## config.mk

```make
export PLATFORM = sky130hd
export DESIGN_NAME = arp_cache_fifo_replace
export DESIGN_NICKNAME = d
export VERILOG_FILES = /design/src/rtl/core/acp_pkg.sv /design/src/rtl/core/acp_cell.sv /design/src/rtl/core/arp_cache_fifo_replace.sv
export VERILOG_INCLUDE_DIRS = /design/src /design/src/rtl/core
export SDC_FILE = /design/constraint.sdc
export NUM_CORES = 2
export LEC_CHECK = 0
export BUFFER_PORTS_ARGS = -buffer_cell sky130_fd_sc_hd__buf_4
export CAP_MARGIN = 5
export CORE_MARGIN = 2
export CORE_UTILIZATION = 50
export CTS_BUF_LIST = sky130_fd_sc_hd__clkbuf_4
export CTS_CLUSTER_DIAMETER = 150
export DETAILED_ROUTE_END_ITERATION = 6
export PLACE_DENSITY_LB_ADDON = 0.15
export SYNTH_ARGS = -nofsm -noshare
export SYNTH_HDL_FRONTEND = slang
export SYNTH_SLANG_ARGS = --single-unit
```

## constraint.sdc

```tcl
create_clock -name clock -period 5.45 [get_ports clock]
set_clock_uncertainty 0.1 [all_clocks]
set_input_delay 1.09 -clock clock [delete_from_list [all_inputs] [get_ports clock]]
set_output_delay 1.09 -clock clock [all_outputs]
set_load 0.02 [all_outputs]
```

## src/rtl/core/assert_macros.svh

```systemverilog
// Assertion macros shared by the ARP cache RTL.
`ifndef ASSERT_MACROS_SVH
`define ASSERT_MACROS_SVH
`ifndef SYNTHESIS
`define ASSERT_HOLDS(label, clk, rst, expr) \
   label: assert property (@(posedge clk) disable iff (rst) (expr)) \
      else $error("assertion failed");
`define ASSERT_IMPLIES(label, clk, rst, ante, cons) \
   label: assert property (@(posedge clk) disable iff (rst) (ante) |-> (cons)) \
      else $error("assertion failed");
`define ASSERT_NEXT(label, clk, rst, ante, cons) \
   label: assert property (@(posedge clk) disable iff (rst) (ante) |=> (cons)) \
      else $error("assertion failed");
`else
`define ASSERT_HOLDS(label, clk, rst, expr)
`define ASSERT_IMPLIES(label, clk, rst, ante, cons)
`define ASSERT_NEXT(label, clk, rst, ante, cons)
`endif
`endif

```

## src/rtl/core/acp_pkg.sv

```systemverilog
// Shared types and constants of the ARP cache.
`timescale 1ns / 1ps
package acp_pkg;

   localparam int unsigned ENTRIES_DEF = 16;
   localparam int unsigned IP_W        = 32;
   localparam int unsigned MAC_W       = 48;

   localparam logic KIND_LOOKUP = 1'b0;
   localparam logic KIND_ADD    = 1'b1;

   typedef struct packed {
      logic             active;
      logic             found;
      logic [MAC_W-1:0] mac;
   } acp_tok_type;

   typedef struct packed {
      logic add;
      logic full;
   } acp_ctl_type;

endpackage

```

## src/rtl/core/acp_cell.sv

```systemverilog
// One table slot: stored pair, valid mark and one stage of the lookup chain.
`timescale 1ns / 1ps
module acp_cell (
   input  logic                      clock,
   input  logic                      reset,
   input  acp_pkg::acp_ctl_type      ctl,
   input  logic [acp_pkg::IP_W-1:0]  new_ip,
   input  logic [acp_pkg::MAC_W-1:0] new_mac,
   input  logic [acp_pkg::IP_W-1:0]  up_ip,
   input  logic [acp_pkg::MAC_W-1:0] up_mac,
   input  logic                      up_valid,
   input  logic                      prev_valid,
   input  logic [acp_pkg::IP_W-1:0]  key,
   input  acp_pkg::acp_tok_type      tok_i,
   output acp_pkg::acp_tok_type      tok_o,
   output logic [acp_pkg::IP_W-1:0]  ip_o,
   output logic [acp_pkg::MAC_W-1:0] mac_o,
   output logic                      valid_o
);

   logic [acp_pkg::IP_W-1:0]  ip_ff, ip_in;
   logic [acp_pkg::MAC_W-1:0] mac_ff, mac_in;
   logic                      valid_ff, valid_in;
   acp_pkg::acp_tok_type      tok_ff, tok_in;
   logic                      hit;

   always_comb begin
      ip_in    = ip_ff;
      mac_in   = mac_ff;
      valid_in = valid_ff;
      if (ctl.add && ctl.full) begin
         ip_in    = up_ip;
         mac_in   = up_mac;
         valid_in = up_valid;
      end else if (ctl.add && !valid_ff && prev_valid) begin
         ip_in    = new_ip;
         mac_in   = new_mac;
         valid_in = 1'b1;
      end
   end

   assign hit = valid_ff && (ip_ff == key);

   always_comb begin
      tok_in.active = tok_i.active;
      tok_in.found  = tok_i.found | hit;
      if (tok_i.found) begin
         tok_in.mac = tok_i.mac;
      end else if (hit) begin
         tok_in.mac = mac_ff;
      end else begin
         tok_in.mac = '0;
      end
   end

   always_ff @(posedge clock) begin
      if (reset) begin
         valid_ff      <= 1'b0;
         tok_ff.active <= 1'b0;
      end else begin
         valid_ff      <= valid_in;
         tok_ff.active <= tok_in.active;
      end
      ip_ff        <= ip_in;
      mac_ff       <= mac_in;
      tok_ff.found <= tok_in.found;
      tok_ff.mac   <= tok_in.mac;
   end

   assign tok_o   = tok_ff;
   assign ip_o    = ip_ff;
   assign mac_o   = mac_ff;
   assign valid_o = valid_ff;

endmodule

```

## src/rtl/core/arp_cache_fifo_replace.sv

```systemverilog
// Top level of the fully associative ARP cache with FIFO replacement.
//
//  channel | dir | handshake             | payload
//  req     | in  | req_tvalid/req_tready | tuser kind, tdata ip_address, mac_address
//  rsp     | out | rsp_tvalid/rsp_tready | tuser found, tdata mac_result
//
//  An add updates the slots in the cycle after the beat.
//  A lookup walks the row of cells, one cell per cycle, so the time from
//  beat to the next req_tready grows with the row length and with any rsp stall.
//  A lookup is accepted while an earlier result still waits on rsp.
//  Reset clears all valid marks and any lookup in flight; no clearing pass.
`timescale 1ns / 1ps
`include "assert_macros.svh"
module arp_cache_fifo_replace #(
   parameter int unsigned ENTRIES = acp_pkg::ENTRIES_DEF
) (
   input  logic                                          clock,
   input  logic                                          reset,
   input  logic                                          req_tvalid,
   output logic                                          req_tready,
   input  logic [acp_pkg::IP_W+acp_pkg::MAC_W-1:0]       req_tdata,  // ip_address, mac_address
   input  logic                                          req_tuser,  // kind
   output logic                                          rsp_tvalid,
   input  logic                                          rsp_tready,
   output logic [acp_pkg::MAC_W-1:0]                     rsp_tdata,  // mac_result
   output logic                                          rsp_tuser   // found
);

   typedef enum logic [2:0] {
      ST_IDLE   = 3'b001,
      ST_SEARCH = 3'b010,
      ST_DONE   = 3'b100
   } acp_state_type;

   acp_state_type state_ff, state_in;

   logic [acp_pkg::IP_W-1:0]  req_ip;
   logic [acp_pkg::MAC_W-1:0] req_mac;
   logic                      req_beat, add_beat, look_beat;

   logic [acp_pkg::IP_W-1:0]  key_ff, key_in;
   logic                      start_ff, start_in;
   logic                      hold_found_ff, hold_found_in;
   logic [acp_pkg::MAC_W-1:0] hold_mac_ff, hold_mac_in;
   logic                      rsp_valid_ff, rsp_valid_in;
   logic                      rsp_found_ff, rsp_found_in;
   logic [acp_pkg::MAC_W-1:0] rsp_mac_ff, rsp_mac_in;
   logic                      rsp_load;

   acp_pkg::acp_ctl_type      ctl;
   acp_pkg::acp_tok_type      tok_head;
   acp_pkg::acp_tok_type      tok [ENTRIES];
   logic [acp_pkg::IP_W-1:0]  cell_ip  [ENTRIES];
   logic [acp_pkg::MAC_W-1:0] cell_mac [ENTRIES];
   logic [ENTRIES-1:0]        cell_valid;
   logic [ENTRIES-1:0]        tok_act;

   assign req_ip    = req_tdata[acp_pkg::IP_W-1:0];
   assign req_mac   = req_tdata[acp_pkg::IP_W+acp_pkg::MAC_W-1:acp_pkg::IP_W];
   assign req_tready = (state_ff == ST_IDLE);
   assign req_beat  = req_tvalid && req_tready;
   assign add_beat  = req_beat && (req_tuser == acp_pkg::KIND_ADD);
   assign look_beat = req_beat && (req_tuser == acp_pkg::KIND_LOOKUP);

   assign ctl.add  = add_beat;
   assign ctl.full = cell_valid[ENTRIES-1];

   assign tok_head.active = start_ff;
   assign tok_head.found  = 1'b0;
   assign tok_head.mac    = '0;

   for (genvar i = 0; i < ENTRIES; i++) begin : g_cell
      logic [acp_pkg::IP_W-1:0]  up_ip;
      logic [acp_pkg::MAC_W-1:0] up_mac;
      logic                      up_valid;
      logic                      prev_valid;
      acp_pkg::acp_tok_type      tok_i;

      if (i == ENTRIES - 1) begin : g_last
         assign up_ip    = req_ip;
         assign up_mac   = req_mac;
         assign up_valid = 1'b1;
      end else begin : g_mid
         assign up_ip    = cell_ip[i+1];
         assign up_mac   = cell_mac[i+1];
         assign up_valid = cell_valid[i+1];
      end

      if (i == 0) begin : g_first
         assign prev_valid = 1'b1;
         assign tok_i      = tok_head;
      end else begin : g_rest
         assign prev_valid = cell_valid[i-1];
         assign tok_i      = tok[i-1];
      end

      acp_cell u_cell (
         .clock      (clock),
         .reset      (reset),
         .ctl        (ctl),
         .new_ip     (req_ip),
         .new_mac    (req_mac),
         .up_ip      (up_ip),
         .up_mac     (up_mac),
         .up_valid   (up_valid),
         .prev_valid (prev_valid),
         .key        (key_ff),
         .tok_i      (tok_i),
         .tok_o      (tok[i]),
         .ip_o       (cell_ip[i]),
         .mac_o      (cell_mac[i]),
         .valid_o    (cell_valid[i])
      );

      assign tok_act[i] = tok[i].active;
   end

   assign rsp_load = (state_ff == ST_DONE) && (!rsp_valid_ff || rsp_tready);

   always_comb begin
      state_in      = state_ff;
      key_in        = key_ff;
      start_in      = 1'b0;
      hold_found_in = hold_found_ff;
      hold_mac_in   = hold_mac_ff;
      case (state_ff)
         ST_IDLE: begin
            if (look_beat) begin
               key_in   = req_ip;
               start_in = 1'b1;
               state_in = ST_SEARCH;
            end
         end
         ST_SEARCH: begin
            if (tok[ENTRIES-1].active) begin
               hold_found_in = tok[ENTRIES-1].found;
               hold_mac_in   = tok[ENTRIES-1].mac;
               state_in      = ST_DONE;
            end
         end
         ST_DONE: begin
            if (rsp_load) begin
               state_in = ST_IDLE;
            end
         end
         default: begin
            state_in = ST_IDLE;
         end
      endcase
   end

   always_comb begin
      rsp_valid_in = rsp_valid_ff;
      rsp_found_in = rsp_found_ff;
      rsp_mac_in   = rsp_mac_ff;
      if (rsp_load) begin
         rsp_valid_in = 1'b1;
         rsp_found_in = hold_found_ff;
         rsp_mac_in   = hold_mac_ff;
      end else if (rsp_tready) begin
         rsp_valid_in = 1'b0;
      end
   end

   always_ff @(posedge clock) begin
      if (reset) begin
         state_ff     <= ST_IDLE;
         start_ff     <= 1'b0;
         rsp_valid_ff <= 1'b0;
      end else begin
         state_ff     <= state_in;
         start_ff     <= start_in;
         rsp_valid_ff <= rsp_valid_in;
      end
      key_ff        <= key_in;
      hold_found_ff <= hold_found_in;
      hold_mac_ff   <= hold_mac_in;
      rsp_found_ff  <= rsp_found_in;
      rsp_mac_ff    <= rsp_mac_in;
   end

   assign rsp_tvalid = rsp_valid_ff;
   assign rsp_tuser  = rsp_found_ff;
   assign rsp_tdata  = rsp_mac_ff;

   `ASSERT_HOLDS(a_valid_packed, clock, reset, (cell_valid & ~{cell_valid[ENTRIES-2:0], 1'b1}) == '0)
   `ASSERT_HOLDS(a_one_token, clock, reset, $onehot0({tok_act, start_ff}))
   `ASSERT_IMPLIES(a_idle_no_token, clock, reset, req_tready, (tok_act == '0) && !start_ff)
   `ASSERT_NEXT(a_add_grows, clock, reset, add_beat && !cell_valid[ENTRIES-1], $countones(cell_valid) == $countones($past(cell_valid)) + 1)

endmodule
```

; ---- Yosys cells after proc, flatten, opt, wreduce, memory -nomap -nowiden
; Index checks and enable logic that the tools add are counted.
[totals]
reg_bits = 2231
[op_classes]
reduce_logical = 91
n_mux = 133
eq_ne = 22
bitwise = 17
[ops]
columns = operator, count
row1 = 2-to-1 mux 48 bit, 62
row2 = 2-to-1 mux 32 bit, 32
row3 = == test 32 bit, 16
row4 = logical AND 1 bit, 52
row5 = 2-to-1 mux 1 bit, 35
row6 = nonzero test 2 bit, 17
row7 = zero test 1 bit, 17
row8 = bitwise OR 1 bit, 15
row9 = 2-to-1 mux 3 bit, 3
row10 = one-hot mux 3 bit (3 select lines), 1
row11 = != test 2 x 1 -> 1 bit (second input constant), 2
row12 = AND reduction 2 bit, 2
row13 = == test 3 x 1 -> 1 bit (second input constant), 1
row14 = == test 3 x 2 -> 1 bit (second input constant), 1
row15 = == test 3 bit (second input constant), 1
row16 = AND reduction 3 bit, 1
row17 = != test 2 bit (second input constant), 1
row18 = inverter 1 bit, 2
row19 = OR reduction 2 bit, 1
row20 = logical OR 1 bit, 1

; ---- Logic depth before layout (Yosys ltp)
[logic_depth]
depth_word = 7
depth_mapped = 10

; ---- By module
; From an unflattened synthesis, not the netlist that was laid out.
[unflattened]
cells_unflattened = 7328
hier_area_um2 = 95037.4
[by_module_without_submodules]
columns = module, cells_per_inst, area_per_inst_um2, n_inst, seq_area_each_um2
row1 = acp_cell, 448, 5680.4, 16, 3423.3
row2 = arp_cache_fifo_replace, 160, 4150.2, 1, 4003.8

; ---- Least setup slack after synthesis
; Ideal clock, no wire load.
[synth_path]
kind = input port to flip-flop
from = input port req_tvalid
to = register g_cell[0].u_cell.ip_ff, in the netlist g_cell[0].u_cell.ip_o[0] (enable)
path_buffers = 0
arrival_ns = 5.211
cell_stages = 2
required_time_ns = 4.806
path_slack_ns = -0.405
path_cell_list = nand3_1 a21oi_1
[synth_via]
elab_chain_len = 4
[synth_lines]
columns = element, line
row1 = from (decl), arp_cache_fifo_replace.sv:19  ; input logic req_tvalid,
row2 = logical AND 1 bit *, arp_cache_fifo_replace.sv:61  ; assign req_beat = req_tvalid && req_tready;
row3 = logical AND 1 bit *, arp_cache_fifo_replace.sv:62  ; assign add_beat = req_beat && (req_tuser == acp_pkg::KIND_ADD);
row4 = "logical AND 1 bit, on equally long branches", "acp_cell.sv:35, acp_cell.sv:31"
row5 = nonzero test 2 bit (no source line) *, n/a
row6 = to (signal assigned), acp_cell.sv:64  ; ip_ff <= ip_in;
row7 = to (decl), acp_cell.sv:21  ; logic [acp_pkg::IP_W-1:0] ip_ff, ip_in;
; Every way passes the cells marked *; elsewhere a longest branch is shown, timed or not.
; A chain may end at the register's enable or synchronous reset.

==> impl_metrics.json <==
{
  "rsz0062_at_grt": "false",
  "maxSlewViolCount": 0,
  "synth_edf_count": 1410,
  "crit_fanout": 48,
  "setup_viol": 0,
  "yosys-top-cells-area": "edfxtp_1, dfxtp_1, a21o_1, nand4b_1, xnor2_1",
  "worst_r2r_startpoint": "key_ff[7]",
  "dr.first_iter.drc_count": 5191,
  "dpl-instance-area_sq_um": 93340,
  "rr_endpoint": "g_cell[9].u_cell.tok_o[19]",
  "vdd_ir_drop_max_v": 0.0001972,
  "worst_skew_pair.late_latency_ns": 1.38,
  "final_nets": 7731,
  "place_hpwl_um": 172900,
  "area_delta_synth_final_pct": 12.29,
  "fmax_ghz": 0.2688,
  "clock_path_buffers": 4,
  "cp.required_ns": 6.56,
  "arrival_ns": 4.83,
  "numCtsBuffers": 597,
  "synth_largest_area_cell": "edfxtp_1",
  "grt_use_total": 0.2885,
  "wl_per_cell_um": 25.83,
  "p_leak_uw": 0.04091,
  "synth_area_per_cell_sq_um": 12.37,
  "holdPathStages": 0,
  "hold_viol": 0,
  "fin_crit_sh": 0.6826,
  "rrSetupSlack_ns": 1.73,
  "power.share.clock": 0.434,
  "start_util": 0.5022,
  "io_pins": 136,
  "numClockSinks": 2231,
  "cts_root_buffer": "clkbuf_4",
  "grt_max_degree": 217,
  "num_rows": 156,
  "ys_seq_elements": 2231,
  "h-tree-depth": 6,
  "syn_area_sq_um": 90580,
  "period_needed_ns": 3.720,
  "die_w_um": 429.6,
  "postCtsSetupRepairBufs": 0,
  "worstSetupEndpointType": "register",
  "status": "finished, final reports clean",
  "ys_top_cells_by_count": "edfxtp_1, a21o_1, dfxtp_1",
  "crit_start": "key_ff[7]",
  "synth_nets": 7410,
  "holdPathEnd": "hold_mac_ff[21]",
  "start_kind": "register",
  "stdcell_area_sq_um": 101700,
  "slew_headroom": 0.1206,
  "synthMostInstantiatedCell": "edfxtp_1",
  "ys_warn_count": 0,
  "async_flop_share": 0,
  "grt_pass1_vias": 61700,
  "num_vias": 60580,
  "die_area_sq_um": 184600,
  "drc_errors": 0,
  "yosysTopAreaCellShare": 0.4675,
  "cap_violations": 0,
  "path_class": "reg2reg",
  "die_h_um": 429.6,
  "portBuffers": 135,
  "vias_per_cell": 5.788,
  "grt_pass1_wl_um": 401000,
  "p_sw_frac": 0.2267,
  "hold_ws_ns": 0.2855,
  "net-switching-power_uw": 7716,
  "fin_util": 0.5639,
  "gp_congestion": 0.9092,
  "firstDrtPassIters": 5,
  "worstMarginPinSlew_ns": 1.319,
  "cts_tree": "yes",
  "antenna_found_initial": 4,
  "ant_nets": 0,
  "hp-start": "g_cell[15].u_cell.tok_o[21]",
  "internal-power_uw": 26320,
  "ys_seq_area_frac": 0.6489,
  "wl_um": 270400,
  "grt-ovfl-total": 0,
  "p_seq_frac": 0.530,
  "syn_inst": 7325,
  "min_path_type": "reg2reg",
  "core-area_sq_um": 180400,
  "clk_pin_slew_worst_paths_ns": 0.07,
  "ys.flop_type": "edfxtp_1",
  "drive_above_1_share": 0.1703,
  "pwr-share-comb": 0.036,
  "synth_cell_types": 60,
  "reg2reg_depth": 6,
  "power.density_nw_per_um2": 334.7,
  "fin_total_pwr_uw": 34040
}
-- sequential cells by signal (all words and copies together), names as in the netlist --
signal / count
state_ff: 3
hold_mac_ff: 48
rsp_tuser: 1
rsp_tvalid: 1
hold_found_ff: 1
rsp_tdata: 48
g_cell.u_cell.valid_o: 16
g_cell.u_cell.tok_o: 800
start_ff: 1
g_cell.u_cell.mac_o: 768
key_ff: 32
g_cell.u_cell.ip_o: 512
-- cell type report --
type / instances / area, sq um
inverters: 436 / 1637
well taps: 2370 / 2965
multi-input cells: 3960 / 27100
fillers: 15380 / 78650
repair buffers: 420 / 3704
clock inverters: 137 / 679.4
flip-flops and latches: 2231 / 58810
clock buffers: 904 / 6787
diodes: 9 / 22.52
-- through the flow --
stage | worst slack, ns | TNS [ns] | instances
finish | 1.730 | 0 | 10470
global route | 1.731 | 0 | 10470
CTS | 1.864 | 0 | 10460
detailed placement | 1.436 | 0 | 9331
global placement | 1.507 | 0 | 9331
floorplan | -0.4050 | -64.80 | 7325
-- repair_timing --
action | CTS | global route
endpoints found under the setup margin | 0 | 0
endpoints found under the hold margin | 134 | 0
resized for setup | 0 | 0
hold buffers | 85 | 0
-- how the worst max path moves through the flow --
stage                                             to  slack (ns)  depth (start not counted)
after floorplan             g_cell[0].u_cell.ip_o[0]       -0.41                          2
after detailed placement  g_cell[12].u_cell.ip_o[29]        1.44                          7
after CTS                                 req_tready        1.86                          2
final                     g_cell[9].u_cell.tok_o[19]        1.73                          6
after global placement     g_cell[3].u_cell.ip_o[24]        1.51                          7
after global routing       g_cell[2].u_cell.tok_o[9]        1.73                          7
-- cells in the final DEF (no fill, tap or decap), drive strengths merged, types with 15 or more instances in the layout --
master,netlist,routed
a21o,1201,1201
a21oi,20,20
and2,128,128
buf,337,335
clkbuf,361,904
clkinv,0,116
dfxtp,821,821
dlygate4sd3,0,85
edfxtp,1410,1410
inv,436,451
nand2,735,735
nand2b,62,62
nand3,17,17
nand4,74,74
nand4b,339,339
nor2,29,29
nor2b,39,39
nor3,19,19
nor4,36,36
o2111ai,20,20
o21ai,497,497
o221ai,15,15
o41ai,240,240
xnor2,331,331
xor2,75,75
-- critical path: stages, from the launching register on --
cell and delay [ns]:
edfxtp_1 1.10, nor2b_1 0.19, a2111o_1 0.48, nor4_1 0.66, nand2_1 0.10, buf_4 0.29, o21ai_0 0.58
-- power by group through the flow --
stage                     Combinational, uW  Sequential, uW  Clock (uW)
after floorplan                         742           18400           0
after global placement                 1150           18400           0
after detailed placement               1160           18400           0
after CTS                              1220           18000       15100
after global routing                   1290           18000       16000
final                                  1220           18000       14800
-- metal layers --
metal  part of all wire  vias up  track usage
met1               0.39    30480       0.3540
li1                   -    27310            -
met2               0.51     2279       0.5033
met4              0.037        0       0.1187
met5                  0        -            0
met3              0.057      513      0.04915
-- kinds of logic after synthesis --
logic type / Yosys count / share of synthesized area
xor+xnor: 406 / 0.03926
compound gates: 2068 / 0.1660
flops: 2231 / 0.6489
buf+inv: 1134 / 0.05463
simple gates: 1486 / 0.09114
Power figures use the tool's default switching activity.
